--- config.mk ---
export PLATFORM = sky130hd
export DESIGN_NAME = alin_div_cell
export DESIGN_NICKNAME = d
export VERILOG_FILES = /design/src/design/alin_pkg.sv /design/src/design/alin_div_cell.sv
export SDC_FILE = /design/constraint.sdc
export NUM_CORES = 1
export LEC_CHECK = 0
export ABC_AREA = 0
export BUFFER_PORTS_ARGS = -buffer_cell sky130_fd_sc_hd__clkbuf_2
export CORE_MARGIN = 4
export CORE_UTILIZATION = 41
export CTS_CLUSTER_SIZE = 14
export DETAILED_ROUTE_END_ITERATION = 12
export MAX_ROUTING_LAYER = met4
export PLACE_DENSITY_LB_ADDON = 0.3
export SYNTH_ARGS = -nofsm -noshare
export SYNTH_HDL_FRONTEND = slang
export SYNTH_SLANG_ARGS = --single-unit
export TNS_END_PERCENT = 5
--- constraint.sdc ---
create_clock -name clk -period 4.9 [get_ports clk]
set_input_delay 0.735 -clock clk [delete_from_list [all_inputs] [get_ports clk]]
set_output_delay 0.735 -clock clk [all_outputs]
set_load 0.01 [all_outputs]
--- src/design/alin_pkg.sv ---
`timescale 1ns / 1ps

package alin_pkg;

  localparam int DEF_CODE_BITS = 12;
  localparam int DEF_FRAC_BITS = 8;

  // configuration port
  localparam int CFG_IDX_W  = 3;
  localparam int CFG_DATA_W = 20;
  localparam logic [CFG_IDX_W-1:0] CFG_VREF  = 3'd0;
  localparam logic [CFG_IDX_W-1:0] CFG_BETA  = 3'd1;
  localparam logic [CFG_IDX_W-1:0] CFG_NOM   = 3'd2;
  localparam logic [CFG_IDX_W-1:0] CFG_UPPER = 3'd3;
  localparam logic [CFG_IDX_W-1:0] CFG_LOWER = 3'd4;

  // sensor kinds
  localparam logic [2:0] OP_HUM   = 3'd0;
  localparam logic [2:0] OP_THERM = 3'd1;
  localparam logic [2:0] OP_DIE   = 3'd2;
  localparam logic [2:0] OP_REF   = 3'd3;
  localparam logic [2:0] OP_BAT   = 3'd4;

  // status codes
  localparam logic [1:0] ST_OK      = 2'd0;
  localparam logic [1:0] ST_UNKNOWN = 2'd1;
  localparam logic [1:0] ST_RANGE   = 2'd2;

  // thermistor early-out flags
  localparam logic [1:0] TF_NONE = 2'd0;
  localparam logic [1:0] TF_MIN  = 2'd1;
  localparam logic [1:0] TF_MAX  = 2'd2;

  localparam logic signed [23:0] VAL_MAX = 24'sh7FFFFF;
  localparam logic signed [23:0] VAL_MIN = -24'sh800000;

  // datapath widths, sized for the widest code and fraction settings
  localparam int FS_W = 16;
  localparam int AW   = 33;
  localparam int BW   = 36;
  localparam int LW   = 57;
  localparam int PW   = 6;
  localparam int MW   = 32;
  localparam int FW   = 28;
  localparam int LNW  = 48;
  localparam int NW   = 62;
  localparam int DW   = 39;
  localparam int QB   = 25;
  localparam int DSW  = DW + QB;

  typedef struct packed {
    logic [2:0]  op;
    logic [11:0] raw_code;
  } alin_in_t;

  typedef struct packed {
    logic signed [23:0] value;
    logic [1:0]         status;
  } alin_out_t;

  typedef struct packed {
    logic [2:0]     op;
    logic [1:0]     tflag;
    logic           neg;
    logic [LNW-1:0] lin_n;
  } side_t;

  typedef struct packed {
    logic [MW-1:0] mn;
    logic [MW-1:0] md;
    logic [FW-1:0] fn;
    logic [FW-1:0] fd;
    logic [PW-1:0] pn;
    logic [PW-1:0] pd;
    side_t         side;
  } log_tok_t;

  typedef struct packed {
    logic [2:0] op;
    logic [1:0] tflag;
    logic       neg;
    logic       ovf;
  } div_side_t;

  typedef struct packed {
    logic [NW-1:0]  rem;
    logic [DSW-1:0] dsh;
    logic [QB-1:0]  q;
    div_side_t      side;
  } div_tok_t;

endpackage

--- src/design/alin_div_cell.sv ---
`timescale 1ns / 1ps

module alin_div_cell import alin_pkg::*; (
  input  logic     clk,
  input  logic     rst_n,
  input  logic     v_in,
  input  div_tok_t tok_in,
  output logic     v_out,
  output div_tok_t tok_out
);

  logic     ge;
  div_tok_t tok_nxt;
  logic     v_r;
  div_tok_t tok_r;

  // one restoring quotient bit, divisor slides right each cell
  always_comb begin
    ge = {{(DSW-NW){1'b0}}, tok_in.rem} >= tok_in.dsh;
    tok_nxt     = tok_in;
    tok_nxt.rem = ge ? tok_in.rem - tok_in.dsh[NW-1:0] : tok_in.rem;
    tok_nxt.q   = {tok_in.q[QB-2:0], ge};
    tok_nxt.dsh = tok_in.dsh >> 1;
  end

  always_ff @(posedge clk) begin
    if (!rst_n) begin
      v_r <= 1'b0;
    end else begin
      v_r <= v_in;
    end
    tok_r <= tok_nxt;
  end

  assign v_out   = v_r;
  assign tok_out = tok_r;

endmodule

==> results.json <==
{
  "area_growth_pct": 30.4,
  "yosysSeqAreaShare_pct": 40.9,
  "routed_wl_mm": 22.9,
  "dp_cells": 1419,
  "root_buffer": "clkbuf_16",
  "status": "complete, no violations",
  "yosys_warnings": 0,
  "synth_top_cell_area_share_pct": 40.9,
  "synth.top_cells.by_count": "158 x dfxtp_1, 125 x nand2_1, 84 x a21oi_1, 84 x o21ai_0, 77 x inv_1",
  "post_drt_wl_per_cell_um": 15.8,
  "synth_nets": 1124,
  "async_reset_ff_share_pct": 0,
  "die_w_um": 145,
  "fin_cells": 1452,
  "rsz0062_at_grt": "no",
  "cts_tree": "yes",
  "nets": 1433,
  "clockBufferDepth": 2,
  "setup_tns_ns": 0,
  "clock-sinks": 158,
  "drt_iter0_markers": 301,
  "remaining_drc_errors": 0,
  "drtPass1Iterations": 5,
  "path_max_fanout": 4,
  "io_buffers": 317,
  "hold_violations": 0,
  "numCtsBuffers": 17,
  "min_path_type": "input pin to flop",
  "setup_viol": 0,
  "path_class": "input pin to flop",
  "viasPerCell": 5.02,
  "start_util_pct": 42.3,
  "crit_arrival_ns": 4.24,
  "path_buf_inv": 2,
  "vias": 7296,
  "clk_pin_slew_worst_paths_ns": 0.07,
  "grt_usage_pct": 22.0,
  "yosysMostFrequentCell": "dfxtp_1",
  "multi_input_area_um2": 4140,
  "dieArea_um2": 21100,
  "finalCriticalPeriod_ns": 3.96,
  "seq_area_um2": 3160,
  "slew_violations": 0,
  "synth_top_area_cell": "dfxtp_1",
  "cts-resized-gates": 0,
  "grt_max_degree": 81,
  "startpoint_type": "input pin",
  "synth_edf_count": 0,
  "drive_gt1_share_pct": 29.6,
  "antenna_found_initial": 2,
  "ir_drop_uv": 230,
  "max_freq_ghz": 0.253,
  "netlist_area_um2": 7730,
  "syn_area_per_cell_um2": 8.59,
  "crit_slowest_cell": "a311oi_1",
  "grt_pass1_vias": 7419,
  "fp-row-count": 49,
  "crit_family": "compound AO/OA/AOI/OAI gates",
  "gp_congestion": 0.936,
  "relSlewSlack_pct": 45.6,
  "synthTopCellsByArea": "dfxtp_1 41%, ha_1 10%, nand2_1 6.1%",
  "power_density_nw_per_um2": 350,
  "ant_nets": 0,
  "worstPathCellList": "clkbuf_2 -> inv_1 -> ha_1 -> fa_1 -> nand2b_1 -> a21o_1 -> a2111oi_0 -> o211ai_1 -> and4b_1 -> o41a_1 -> a311oi_1 -> a21oi_1 -> xor2_1 -> o21ai_2",
  "synth_cell_type_count": 62,
  "ys_seq_elements": 158,
  "fillers": 1733,
  "worstMarginPinSlew_ns": 0.805,
  "hpwl_mm": 18.9,
  "core_region_area_um2": 18300,
  "critPathMaxStageDelay_ns": 0.52,
  "post-route-period-util_pct": 80.7,
  "globalRouteOverflowTotal": 0,
  "h-tree-depth": 4,
  "hp-start": "tok_in[0]",
  "io_pins": 320,
  "p_leak_uw": 0.00520,
  "cts_setup_buffers": 0,
  "syn-instance-count": 900,
  "fp.dieH_um": 145,
  "ctsHoldBuffers": 0,
  "synth_flop_cell": "dfxtp_1",
  "grt_pass1_wl_mm": 37.0,
  "crit_start": "tok_in[96]",
  "max-cap-violations": 0,
  "cp.required_ns": 5.18,
  "end_kind": "flop"
}
==> cell type report <==
class                      count  share of cell area (%)
tap                          229                    2.84
inverter                      77                    2.87
clock inverter                12                    1.51
timing repair buffer         319                    15.9
clock buffer                  19                    4.39
multi-input combinational    636                    41.1
antenna                        2                  0.0496
sequential                   158                    31.4
==> final timing paths <==
check	end	cells past startpoint
worst max-delay path	tok_out[154]	14
worst min-delay path	tok_out[0]	1
==> kinds of logic after synthesis <==
family          count (synthesis)  share of synthesized area (%)
xor+xnor                       57                           6.46
simple gates                  225                           12.8
flops                         158                           40.9
fa+ha+maj                      63                           10.3
mux                             5                          0.857
compound gates                285                           23.1
other cells                     1                         0.0485
buf+inv                       106                           5.58
==> through the flow <==
step | hold WS (ns) | util, % | power (uW) | cell area (um2) | worst slack (ns)
global route | 0.392 | 55.2 | 3720 | 10100 | 0.740
floorplan | 0.763 | - | 1940 | 7730 | 1.28
finish | 0.407 | 55.2 | 3530 | 10100 | 0.945
global placement | 0.838 | 51.9 | 2210 | 9480 | 0.530
CTS | 0.394 | 55.2 | 3570 | 10100 | 0.949
detailed placement | 0.839 | 51.9 | 2220 | 9480 | 0.550
==> layout by cell type (no fill, tap or decap), drive strengths merged, types with 3 or more instances in the layout <==
cell type,n
clkbuf,336
dfxtp,158
nand2,125
o21ai,89
a21oi,84
inv,83
ha,62
nor2,37
xnor2,34
a21o,33
xor2,23
nand4,17
o21bai,15
nor3,14
o21a,10
a31oi,9
a211oi,6
nand3,6
o31ai,6
o211ai,6
nand2b,5
nor2b,5
mux2,4
and3,3
nor4,3
a221o,3
o311ai,3
o41ai,3
==> metal layers <==
metal / vias to the layer above / GRT usage, % / share of wire, % / wire length, um
met5: - / - / 0 / 0
met4: 0 / 6.93 / 2.1 / 482
met3: 31 / 5.48 / 6.2 / 1430
met2: 244 / 36.3 / 48 / 10900
met1: 3257 / 26.5 / 44 / 10000
li1: 3764 / - / - / -
==> power by group <==
group	total [uW]	switching, uW	internal [uW]
Clock	1330	556	778
Combinational	802	468	334
Sequential	1400	23.4	1370
==> sequential cells by signal, summed over array words and instances (netlist names) <==
name	count
tok_out	157
v_out	1
(Power assumes the default switching activity.)
