==> config.mk <==
export PLATFORM = sky130hd
export DESIGN_NAME = alin_log_cell
export DESIGN_NICKNAME = d
export VERILOG_FILES = /design/src/design/alin_pkg.sv /design/src/design/alin_log_cell.sv
export SDC_FILE = /design/constraint.sdc
export NUM_CORES = 2
export LEC_CHECK = 0
export BUFFER_PORTS_ARGS = -buffer_cell sky130_fd_sc_hd__buf_2
export CORE_MARGIN = 3
export CORE_UTILIZATION = 40
export DETAILED_ROUTE_END_ITERATION = 8
export MAX_ROUTING_LAYER = met4
export PLACE_DENSITY = 0.67
export SETUP_SLACK_MARGIN = 0.4
export SLEW_MARGIN = 5
export SYNTH_ARGS = -nofsm -noshare
export SYNTH_HDL_FRONTEND = slang
export SYNTH_SLANG_ARGS = --single-unit
export TNS_END_PERCENT = 20
==> constraint.sdc <==
create_clock -name clk -period 10.06 [get_ports clk]
set_input_delay 0.503 -clock clk [delete_from_list [all_inputs] [get_ports clk]]
set_output_delay 0.503 -clock clk [all_outputs]
set_load 0.05 [all_outputs]
==> src/design/alin_pkg.sv <==
`timescale 1ns / 1ps

package alin_pkg;

  localparam int DEF_CODE_BITS = 12;
  localparam int DEF_FRAC_BITS = 8;

  // configuration port
  localparam int CFG_IDX_W  = 3;
  localparam int CFG_DATA_W = 20;
  localparam logic [CFG_IDX_W-1:0] CFG_VREF  = 3'd0;
  localparam logic [CFG_IDX_W-1:0] CFG_BETA  = 3'd1;
  localparam logic [CFG_IDX_W-1:0] CFG_NOM   = 3'd2;
  localparam logic [CFG_IDX_W-1:0] CFG_UPPER = 3'd3;
  localparam logic [CFG_IDX_W-1:0] CFG_LOWER = 3'd4;

  // sensor kinds
  localparam logic [2:0] OP_HUM   = 3'd0;
  localparam logic [2:0] OP_THERM = 3'd1;
  localparam logic [2:0] OP_DIE   = 3'd2;
  localparam logic [2:0] OP_REF   = 3'd3;
  localparam logic [2:0] OP_BAT   = 3'd4;

  // status codes
  localparam logic [1:0] ST_OK      = 2'd0;
  localparam logic [1:0] ST_UNKNOWN = 2'd1;
  localparam logic [1:0] ST_RANGE   = 2'd2;

  // thermistor early-out flags
  localparam logic [1:0] TF_NONE = 2'd0;
  localparam logic [1:0] TF_MIN  = 2'd1;
  localparam logic [1:0] TF_MAX  = 2'd2;

  localparam logic signed [23:0] VAL_MAX = 24'sh7FFFFF;
  localparam logic signed [23:0] VAL_MIN = -24'sh800000;

  // datapath widths, sized for the widest code and fraction settings
  localparam int FS_W = 16;
  localparam int AW   = 33;
  localparam int BW   = 36;
  localparam int LW   = 57;
  localparam int PW   = 6;
  localparam int MW   = 32;
  localparam int FW   = 28;
  localparam int LNW  = 48;
  localparam int NW   = 62;
  localparam int DW   = 39;
  localparam int QB   = 25;
  localparam int DSW  = DW + QB;

  typedef struct packed {
    logic [2:0]  op;
    logic [11:0] raw_code;
  } alin_in_t;

  typedef struct packed {
    logic signed [23:0] value;
    logic [1:0]         status;
  } alin_out_t;

  typedef struct packed {
    logic [2:0]     op;
    logic [1:0]     tflag;
    logic           neg;
    logic [LNW-1:0] lin_n;
  } side_t;

  typedef struct packed {
    logic [MW-1:0] mn;
    logic [MW-1:0] md;
    logic [FW-1:0] fn;
    logic [FW-1:0] fd;
    logic [PW-1:0] pn;
    logic [PW-1:0] pd;
    side_t         side;
  } log_tok_t;

  typedef struct packed {
    logic [2:0] op;
    logic [1:0] tflag;
    logic       neg;
    logic       ovf;
  } div_side_t;

  typedef struct packed {
    logic [NW-1:0]  rem;
    logic [DSW-1:0] dsh;
    logic [QB-1:0]  q;
    div_side_t      side;
  } div_tok_t;

endpackage

==> src/design/alin_log_cell.sv <==
`timescale 1ns / 1ps

module alin_log_cell import alin_pkg::*; (
  input  logic     clk,
  input  logic     rst_n,
  input  logic     v_in,
  input  log_tok_t tok_in,
  output logic     v_out,
  output log_tok_t tok_out
);

  logic [2*MW-1:0] sq_n, sq_d;
  logic [MW:0]     t_n, t_d;
  log_tok_t        tok_nxt;
  logic            v_r;
  log_tok_t        tok_r;

  // one fraction bit per cell for both lanes
  always_comb begin
    sq_n = 64'(tok_in.mn) * 64'(tok_in.mn);
    sq_d = 64'(tok_in.md) * 64'(tok_in.md);
    t_n  = sq_n[2*MW-1:MW-1];
    t_d  = sq_d[2*MW-1:MW-1];
    tok_nxt    = tok_in;
    tok_nxt.mn = t_n[MW] ? t_n[MW:1] : t_n[MW-1:0];
    tok_nxt.md = t_d[MW] ? t_d[MW:1] : t_d[MW-1:0];
    tok_nxt.fn = {tok_in.fn[FW-2:0], t_n[MW]};
    tok_nxt.fd = {tok_in.fd[FW-2:0], t_d[MW]};
  end

  always_ff @(posedge clk) begin
    if (!rst_n) begin
      v_r <= 1'b0;
    end else begin
      v_r <= v_in;
    end
    tok_r <= tok_nxt;
  end

  assign v_out   = v_r;
  assign tok_out = tok_r;

endmodule

==> tab_implementation.tex <==
\begin{tabular}{lr}
\hline
Metric & Value \\
\hline
\multicolumn{2}{l}{\textbf{Die}} \\
\quad Core ar. & 155,000 µm² \\
\quad Die width & 402 µm \\
\quad Total die area & 162,000 µm² \\
\quad Initial core utilization & 40.5\% \\
\quad Die height & 402 µm \\
\quad Boundary pin count & 376 \\
\quad Std cell rows & 144 \\
\multicolumn{2}{l}{\textbf{Logic synthesis}} \\
\quad Cell taking the most area after synthesis & fa\_1 \\
\quad Fraction of post-synthesis cell area in the top cell type by area & 50.4\% \\
\quad Main synth FF type & dfxtp\_1 \\
\quad Distinct cell type count after synthesis & 71 \\
\quad Post-synth ARST share & 0\% \\
\quad Avg Synthesized Cell Area & 9.59 µm² \\
\quad Syn Std Cell Area & 62,800 µm² \\
\quad Ys Warns & 0 \\
\quad Top area cells in the synthesized netlist & fa\_1, ha\_1, inv\_1, dfxtp\_1, and2\_1 \\
\quad Register bit total from synthesis & 187 \\
\quad Number of synthesized flops with an enable pin & 0 \\
\quad Synth Net Count & 8,915 \\
\quad Cell count after synthesis & 6,546 \\
\quad Share of synthesized area occupied by flip-flops and latches & 5.96\% \\
\multicolumn{2}{l}{\textbf{Timing}} \\
\quad Top achievable clock speed & 111 MHz \\
\quad Setup TNS & 0 ns \\
\quad Time the final worst path needs with I/O delays and setup & 9.02 ns \\
\quad Worst relative slew slack & 24.5\% \\
\quad Count of endpoints failing hold in the final timing report & 0 \\
\quad Least-Margin Pin Slew & 1.13 ns \\
\quad Final worst-path cycle share & 89.7\% \\
\quad Unrepaired setup endpoints after global routing & false \\
\quad Final setup violating endpoints & 0 \\
\quad Pins Over Slew Limit & 0 \\
\multicolumn{2}{l}{\textbf{Route}} \\
\quad DR pass1 iterations & 5 \\
\quad Drt drc & 0 \\
\quad Detailed-route via count & 44,000 \\
\quad Post-detailed-routing wire length & 173,000 µm \\
\quad Vias per inst & 4.95 \\
\quad Average wire per standard cell & 19.5 µm \\
\quad Number of design-rule violations left by the first detailed-router iteration & 2,766 \\
\quad Number of routed nets with antenna violations & 0 \\
\multicolumn{2}{l}{\textbf{Run}} \\
\quad Count of maximum capacitance violations & 0 \\
\multicolumn{2}{l}{\textbf{Global routing}} \\
\quad GRT Total Usage & 22.9\% \\
\quad Overflow left after global routing & 0 \\
\quad Vias in the first global route & 50,000 \\
\quad Wire length of the first global-routing pass & 278,000 µm \\
\quad Antenna violations before repair & 21 \\
\quad Pin count of the biggest net entering global routing & 35 \\
\multicolumn{2}{l}{\textbf{Setup path}} \\
\quad Setup crit end kind & flop \\
\quad Arrival time at the worst endpoint & 9.37 ns \\
\quad Top fanout value on the critical path & 16 \\
\quad Worst endpoint required time & 10.41 ns \\
\quad Launch point of the critical path & tok\_in[128] \\
\quad Capture point of the critical path & tok\_out[142] \\
\quad Cell with the largest stage delay on the worst path & a2111oi\_2 \\
\quad Critical Path Most Common Cell & fa\_1 \\
\quad Max stage delay on crit path & 1.02 ns \\
\quad CP startpoint kind & input pin \\
\quad Kind of critical path & input pin to flop \\
\multicolumn{2}{l}{\textbf{Final layout}} \\
\quad Area growth from synthesis to layout & 8.01\% \\
\quad Top library cells by usage in the layout, fill and taps aside & inv\_1, fa\_1, ha\_1 \\
\quad Final design area excluding fillers & 67,800 µm² \\
\quad \# nets final & 9,170 \\
\quad Most common cell after layout, fill and taps aside & inv\_1 \\
\quad Share of layout cells above drive strength 1 & 8.89\% \\
\multicolumn{2}{l}{\textbf{Worst hold path}} \\
\quad Cell depth of the worst min-delay path & 1 \\
\quad Type of the tightest min-delay check & input pin to flop \\
\multicolumn{2}{l}{\textbf{Placed design}} \\
\quad Placed inst area & 67,100 µm² \\
\quad DP Wirelength & 149,000 µm \\
\quad Count of port buffers added during placement & 373 \\
\quad Last weighted congestion value of the routability-driven placer & 1.00 \\
\multicolumn{2}{l}{\textbf{Outcome}} \\
\quad Run status & complete, no violations \\
\multicolumn{2}{l}{\textbf{Clock network}} \\
\quad H-tree level count & 4 \\
\quad Number of resized instances in the post-cts repair step & 0 \\
\quad Max Root-Sink Buffers & 2 \\
\quad Hold buffer count at cts & 0 \\
\quad Clk sinks & 187 \\
\quad CTS tree & yes \\
\quad Clock buffer count from CTS & 17 \\
\quad Setup Buffers After CTS & 0 \\
\quad Clock-pin slew on the worst setup and hold paths & 0.08 ns \\
\quad CTS root buf & clkbuf\_16 \\
\hline
\end{tabular}
-- worst min path at each step --
stage | startpoint | end
2_1_floorplan | tok_in[0] | tok_out[0]
3_3_place_gp | tok_in[101] | tok_out[102]
3_5_place_dp | tok_in[31] | tok_out[31]
4_1_cts | tok_in[18] | tok_out[18]
5_1_grt | tok_in[3] | tok_out[3]
6_report | tok_in[11] | tok_out[11]
-- stage by stage --
step / hold WS, ns / std cells / utilization [%] / setup slack, ns
2_1_floorplan: 0.531 / 6546 / - / 1.97
3_3_place_gp: 0.605 / 8826 / 43.3 / 0.694
3_5_place_dp: 0.607 / 8826 / 43.3 / 0.625
4_1_cts: 0.0512 / 8858 / 43.7 / 1.17
5_1_grt: 0.0714 / 8871 / 43.8 / 0.692
6_report: 0.0963 / 8874 / 43.8 / 1.04
-- kinds of logic after synthesis --
family          after synthesis  share of synthesized area [%]
compound gates              453                           4.87
xor+xnor                    159                           2.23
buf+inv                    2191                           13.1
mux                          70                           1.21
flops                       187                           5.96
fa+ha+maj                  2180                           62.4
simple gates               1306                           10.2
-- cell type report --
cell class | count | area, µm²
fill | 15000 | 87100
multi-input combinational | 4168 | 50800
inverter | 1949 | 7320
sequential | 187 | 3740
timing repair buffer | 478 | 2690
tap | 2044 | 2560
clock buffer | 17 | 425
clock inverter | 15 | 209
antenna | 16 | 40.0
-- flip-flops by register name, summed over array words and instances (netlist names) --
register,cells
v_out,1
tok_out,186
-- synthesized netlist by cell type, drive strengths merged, types with 56 or more instances --
master,instances
xor2,78
nand2,573
dfxtp,187
a21o,97
xnor2,81
nor2,117
inv,1948
clkbuf,232
a21oi,139
fa,1582
ha,598
o21ai,56
and2,461
-- critical path, delay by kind of cell --
kind                     cells  cell delay, ns
AO/OA/AOI/OAI                5            1.89
XOR/XNOR                     1            0.27
adder cells (fa/ha/maj)      9            4.36
buffers and inverters        7            1.08
multiplexers                 1            0.12
AND/OR/NAND/NOR              4            1.13
-- per-layer routing --
layer	global-route usage (%)	wire, µm	part of all wire (%)	vias up
met2	37.3	83100	48	1511
met4	9.69	8590	5.0	0
met3	4.65	13000	7.5	388
met5	-	0	0	-
li1	-	-	-	19600
met1	27.8	68100	39	22500
Power is left out: the tool's default activity adds up to more than one toggle a clock period on the data nets, which glitch-free logic cannot reach.
